<file path="src/rtl/mabc_pkg.sv">
`default_nettype none
// ----------------------------------------------------------------------------
// mabc_pkg: shared types and constants for the Morton alpha blend compositor
// Holds the store geometry, the item kind codes, the queued command record
// and the Morton address function used by the front end.
// ----------------------------------------------------------------------------
package mabc_pkg;

    // Coordinate bits that take part in the Z-order address (4 to 12).
    localparam int COORD_BITS = 9;
    // Fixed width of the x and y ports.
    localparam int IN_COORD_W = 9;
    localparam int ADDR_BITS  = 2 * COORD_BITS;
    localparam int PIX_W      = 32;
    localparam int CHAN_W     = 8;
    localparam int NUM_CHAN   = 3;
    localparam int KIND_W     = 2;

    // Command queue between front and back; depth must be a power of two.
    localparam int QDEPTH    = 4;
    localparam int QPTR_BITS = $clog2(QDEPTH);
    localparam int QCNT_BITS = $clog2(QDEPTH + 1);

    typedef enum logic [KIND_W-1:0] {
        K_WRITE = 2'd0,
        K_BLEND = 2'd1,
        K_READ  = 2'd2
    } t_kind;

    typedef struct packed {
        t_kind                kind;
        logic [ADDR_BITS-1:0] addr;
        logic [PIX_W-1:0]     pixel;
    } t_cmd;

    // Front-to-back command offer.
    typedef struct packed {
        logic valid;
        t_cmd cmd;
    } t_cmd_req;

    // Interleave x into the even and y into the odd address bits.
    function automatic logic [ADDR_BITS-1:0] morton_addr(
        input logic [IN_COORD_W-1:0] x,
        input logic [IN_COORD_W-1:0] y
    );
        logic [COORD_BITS-1:0] xc;
        logic [COORD_BITS-1:0] yc;
        logic [ADDR_BITS-1:0]  addr;
        xc = COORD_BITS'(x);
        yc = COORD_BITS'(y);
        for (int b = 0; b < COORD_BITS; b++) begin
            addr[2*b]     = xc[b];
            addr[2*b + 1] = yc[b];
        end
        return addr;
    endfunction

endpackage
`default_nettype wire

</file>
<file path="src/rtl/mabc_front.sv">
`default_nettype none
// ----------------------------------------------------------------------------
// mabc_front: item intake, classification and command queue
// Accepts items, drops the unused kind, forms the Morton address and holds
// the resulting commands in a short queue for the back end.
// ----------------------------------------------------------------------------
module mabc_front (
    input  wire logic                          i_clk,
    input  wire logic                          i_rst_n,
    input  wire logic                          i_push,
    output logic                               o_full,
    input  wire logic [mabc_pkg::KIND_W-1:0]   i_kind,
    input  wire logic [mabc_pkg::IN_COORD_W-1:0] i_x,
    input  wire logic [mabc_pkg::IN_COORD_W-1:0] i_y,
    input  wire logic [mabc_pkg::PIX_W-1:0]    i_pixel,
    output mabc_pkg::t_cmd_req                 o_req,
    input  wire logic                          i_take
);
    import mabc_pkg::*;

    t_cmd                 r_q [QDEPTH];
    logic [QPTR_BITS-1:0] r_wr_ptr, n_wr_ptr;
    logic [QPTR_BITS-1:0] r_rd_ptr, n_rd_ptr;
    logic [QCNT_BITS-1:0] r_count,  n_count;
    logic                 accept;
    logic                 enq;
    logic                 deq;
    logic                 known_kind;
    t_cmd                 new_cmd;

    assign o_full = (r_count == QCNT_BITS'(QDEPTH));
    assign accept = i_push && !o_full;

    // Kind 3 has no meaning: it is accepted and then dropped.
    assign known_kind = i_kind inside {K_WRITE, K_BLEND, K_READ};
    assign enq        = accept && known_kind;
    assign deq        = o_req.valid && i_take;

    always_comb begin
        new_cmd.kind  = t_kind'(i_kind);
        new_cmd.addr  = morton_addr(i_x, i_y);
        new_cmd.pixel = i_pixel;
    end

    assign o_req.valid = (r_count != '0);
    assign o_req.cmd   = r_q[r_rd_ptr];

    always_comb begin
        n_wr_ptr = r_wr_ptr + QPTR_BITS'(enq);
        n_rd_ptr = r_rd_ptr + QPTR_BITS'(deq);
        n_count  = r_count + QCNT_BITS'(enq) - QCNT_BITS'(deq);
    end

    always_ff @(posedge i_clk) begin
        if (!i_rst_n) begin
            r_wr_ptr <= '0;
            r_rd_ptr <= '0;
            r_count  <= '0;
        end else begin
            r_wr_ptr <= n_wr_ptr;
            r_rd_ptr <= n_rd_ptr;
            r_count  <= n_count;
        end
    end

    always_ff @(posedge i_clk) begin
        if (enq) begin
            r_q[r_wr_ptr] <= new_cmd;
        end
    end

endmodule
`default_nettype wire

</file>
<file path="config.mk">
export PLATFORM = sky130hd
export DESIGN_NAME = mabc_front
export DESIGN_NICKNAME = d
export VERILOG_FILES = /design/src/rtl/mabc_pkg.sv /design/src/rtl/mabc_front.sv
export SDC_FILE = /design/constraint.sdc
export NUM_CORES = 1
export LEC_CHECK = 0
export BUFFER_PORTS_ARGS = -buffer_cell sky130_fd_sc_hd__buf_2
export CORE_UTILIZATION = 55
export CTS_CLUSTER_DIAMETER = 50
export DETAILED_ROUTE_END_ITERATION = 10
export HOLD_SLACK_MARGIN = 0.12
export PLACE_DENSITY = 0.85
export SLEW_MARGIN = 20
export SYNTH_ARGS = -nofsm -noshare
export SYNTH_HDL_FRONTEND = slang
export SYNTH_SLANG_ARGS = --single-unit
</file>
<file path="constraint.sdc">
create_clock -name i_clk -period 5.9 [get_ports i_clk]
set_input_delay 0.59 -clock i_clk [delete_from_list [all_inputs] [get_ports i_clk]]
set_output_delay 0.59 -clock i_clk [all_outputs]
set_load 0.02 [all_outputs]
</file>
==> flow_summary_export.csv <==
group,metric,value,unit
clock_network,clk_pin_slew,60,ps
worst_setup_path,worstSetupEndpointType,"primary output",
yosys,synth.area.top_cells,"edfxtp_1 79%, mux4_2 14%, dfxtp_1 1.8%",
yosys,synth_cell_types,25,
layout,num-nets-final,497,
min_path,min_from,"i_pixel[22]",
timing,tightestPinTransition,757.9,ps
timing,setup_viol_count_final,0,
grt,overflow,0,
clock_network,clk_latency,490,ps
grt,grt_pass1_vias,3852,
power,leakagePower,3.199,nW
worst_setup_path,rr_startpoint,"r_count[1]",
yosys,synth_ff_type,"edfxtp_1",
timing,max_slew_margin,0.4947,
yosys,synth_nets,367,
timing,setup_tns,0,ps
worst_setup_path,rrSetupSlack,3480,ps
min_path,hold_path_class,"input pin to flip-flop",
power,p_sw,1.100,mW
worst_setup_path,start_kind,"flip-flop",
routing,drtIter0Drc,223,
routing,routed-via-count,3569,
die,initial_core_util,0.5681,
worst_setup_path,cp.required,5310,ps
worst_setup_path,worstPathArrival,2390,ps
clock_network,cts-root-buf,"clkbuf_16",
routing,via_per_inst,5.629,
clock_network,cts_tree,"built",
worst_setup_path,critical_path.top_delay_family,"flip-flops",
layout,fin_util,0.6746,
timing,clock.fmax,335.1,MHz
worst_setup_path,rr_endpoint,"r_q[3][7]",
timing,final.setup_skew,6.035,ps
timing,finalCriticalPeriod,2984,ps
yosys,yosys_warnings,0,
timing,post-route-period-util,0.5058,
job,max-cap-violations,0,
clock_network,cts-htree-levels,1,
power,finalPower,4.196,mW
power,p_comb_frac,0.208,
routing,drtAntennaViolNets,0,
die,die_w,122.2,um
worst_setup_path,reg2reg_depth,5,
timing,maxSlewViolCount,0,
routing,wl,13250,um
grt,antenna_found_initial,0,
yosys,avgSynthCellArea,25.80,um^2
routing,wire_per_inst,20.90,um
yosys,ys_seq_area_frac,0.8037,
power,vdd_drop_max,0.0002602,V
timing,finalHoldViolations,0,
worst_setup_path,critPathMaxFanout,27,
yosys,ys_seq_elements,215,
clock_network,cts_setup_buffers,0,
placed_design,place_hpwl,7961,um
placed_design,gp_congestion,0.6668,
grt,grt_max_degree,55,
grt,grtUsageTotal,0.1895,
placed_design,port_buffers,109,
yosys,ys_async_sr_fraction,0,
routing,drt_first_pass_iters,4,
min_path,hold_path_end,"r_q[3][22]",
clock_network,ctsResizeCount,0,
power,seq_power_share,0.453,
clock_network,postCtsHoldBufs,0,
yosys,netlist_area,7946,um^2
run_status,outcome,"completed",
worst_setup_path,crit_cells,3,
layout,layout-drive-gt1-share,0.4714,
clock_network,cts_buffer_depth,3,
clock_network,numCtsBuffers,22,
worst_setup_path,critPathKind,"flip-flop to primary output",
die,die_y,122.2,um
worst_setup_path,critPathBufInv,2,
worst_setup_path,slowest_delay,810,ps
worst_setup_path,worstPathCellList,"buf_4 > mux4_2 > buf_2",
yosys,yosysTopAreaCell,"edfxtp_1",
yosys,syn_inst,308,
power,clkPwrFrac,0.339,
timing,grt_setup_unrepaired,"false",
die,core_area,13990,um^2
layout,n_antenna_cell,0,
worst_setup_path,worst_path_max_delay_cell,"dfxtp_2",
yosys,synth-edff-count,208,
yosys,synth.most_common_cell,"edfxtp_1",
power,intPower,3.096,mW
grt,grt_pass1_wl,20840,um
routing,post-route-drc-count,0,
die,fp-row-count,43,
yosys,yosysTopAreaCellShare,0.7860,
min_path,holdPathStages,1,
power,power_density,444.7,nW/um^2
die,dieArea,14930,um^2
die,io_pins,110,
layout,area_growth_syn_to_layout,18.75,%
clock_network,cts.sinks,215,
power,netSwitchingFraction,0.2622,
yosys,synth.top_cells.by_count,"208 x edfxtp_1, 51 x mux4_2, 7 x dfxtp_1, 6 x and2_1, 6 x buf_2",
-- how the worst max path moves through the flow --
stage	start	slack, ps	end
after detailed placement	i_kind[1]	3280	r_q[3][0]
after global placement	i_kind[1]	3330	r_q[3][0]
after CTS	r_rd_ptr[0]	2800	o_req[50]
after floorplan	i_kind[0]	740	r_q[1][0]
final	r_rd_ptr[1]	2920	o_req[20]
after global routing	r_rd_ptr[1]	2800	o_req[18]
-- per-layer routing --
layer | vias to the layer above | part of all wire | track usage
met5 | - | 0 | 0
met4 | 0 | 0.018 | 0.05793
met3 | 22 | 0.059 | 0.04401
met2 | 99 | 0.51 | 0.3178
met1 | 1869 | 0.41 | 0.2480
li1 | 1579 | - | -
-- logic make-up after synthesis --
group,share of synthesized area
DFF,0.8037
muxes,0.1479
and+or+nand+nor,0.01480
buffers and inverters,0.01874
xor gates and xnor gates,0.006613
adders and majority gates,0.005668
AOI/OAI and AO/OA,0.002677
-- layout by cell type (no fill, tap or decap), types with 2 or more instances in the layout --
master / n
clkinv_1: 3
mux4_2: 51
dfxtp_1: 5
and2_1: 6
edfxtp_1: 208
clkbuf_1: 3
buf_4: 8
xnor2_1: 5
clkbuf_16: 23
ha_1: 2
buf_2: 109
clkinv_2: 5
nor3b_2: 3
bufinv_16: 4
-- per-stage QoR --
step | std cells | hold WS (ps) | setup WS (ps) | cell area [um^2]
finish | 634 | 317.5 | 2916 | 9437
global placement | 593 | 608.5 | 3326 | 8657
floorplan | 308 | 572.7 | 742.4 | 7946
global route | 634 | 298.8 | 2800 | 9437
detailed placement | 593 | 670.3 | 3282 | 8657
CTS | 633 | 301.5 | 2805 | 9417
-- layout make-up --
type	count	area (um^2)
clock inverter	14	172.7
clock buffer	26	586.8
inverter	2	7.507
timing repair buffer	118	625.6
sequential	215	6391
tap	180	225.2
fill	935	4552
multi-input combinational	79	1428
-- power by group through the flow --
stage	Sequential (mW)	Clock, mW	Combinational, mW
5_1_grt	1.92	1.51	0.939
4_1_cts	1.95	1.45	0.834
3_5_place_dp	1.98	0	0.831
3_3_place_gp	1.97	0	0.815
2_1_floorplan	1.88	0	0.722
6_report	1.90	1.42	0.875
-- state kept, by name, summed over array words and instances (netlist names) --
| register | cells |
|---|---|
| r_count | 3 |
| r_wr_ptr | 2 |
| r_rd_ptr | 2 |
| r_q | 208 |
Power figures use the tool's default switching activity.
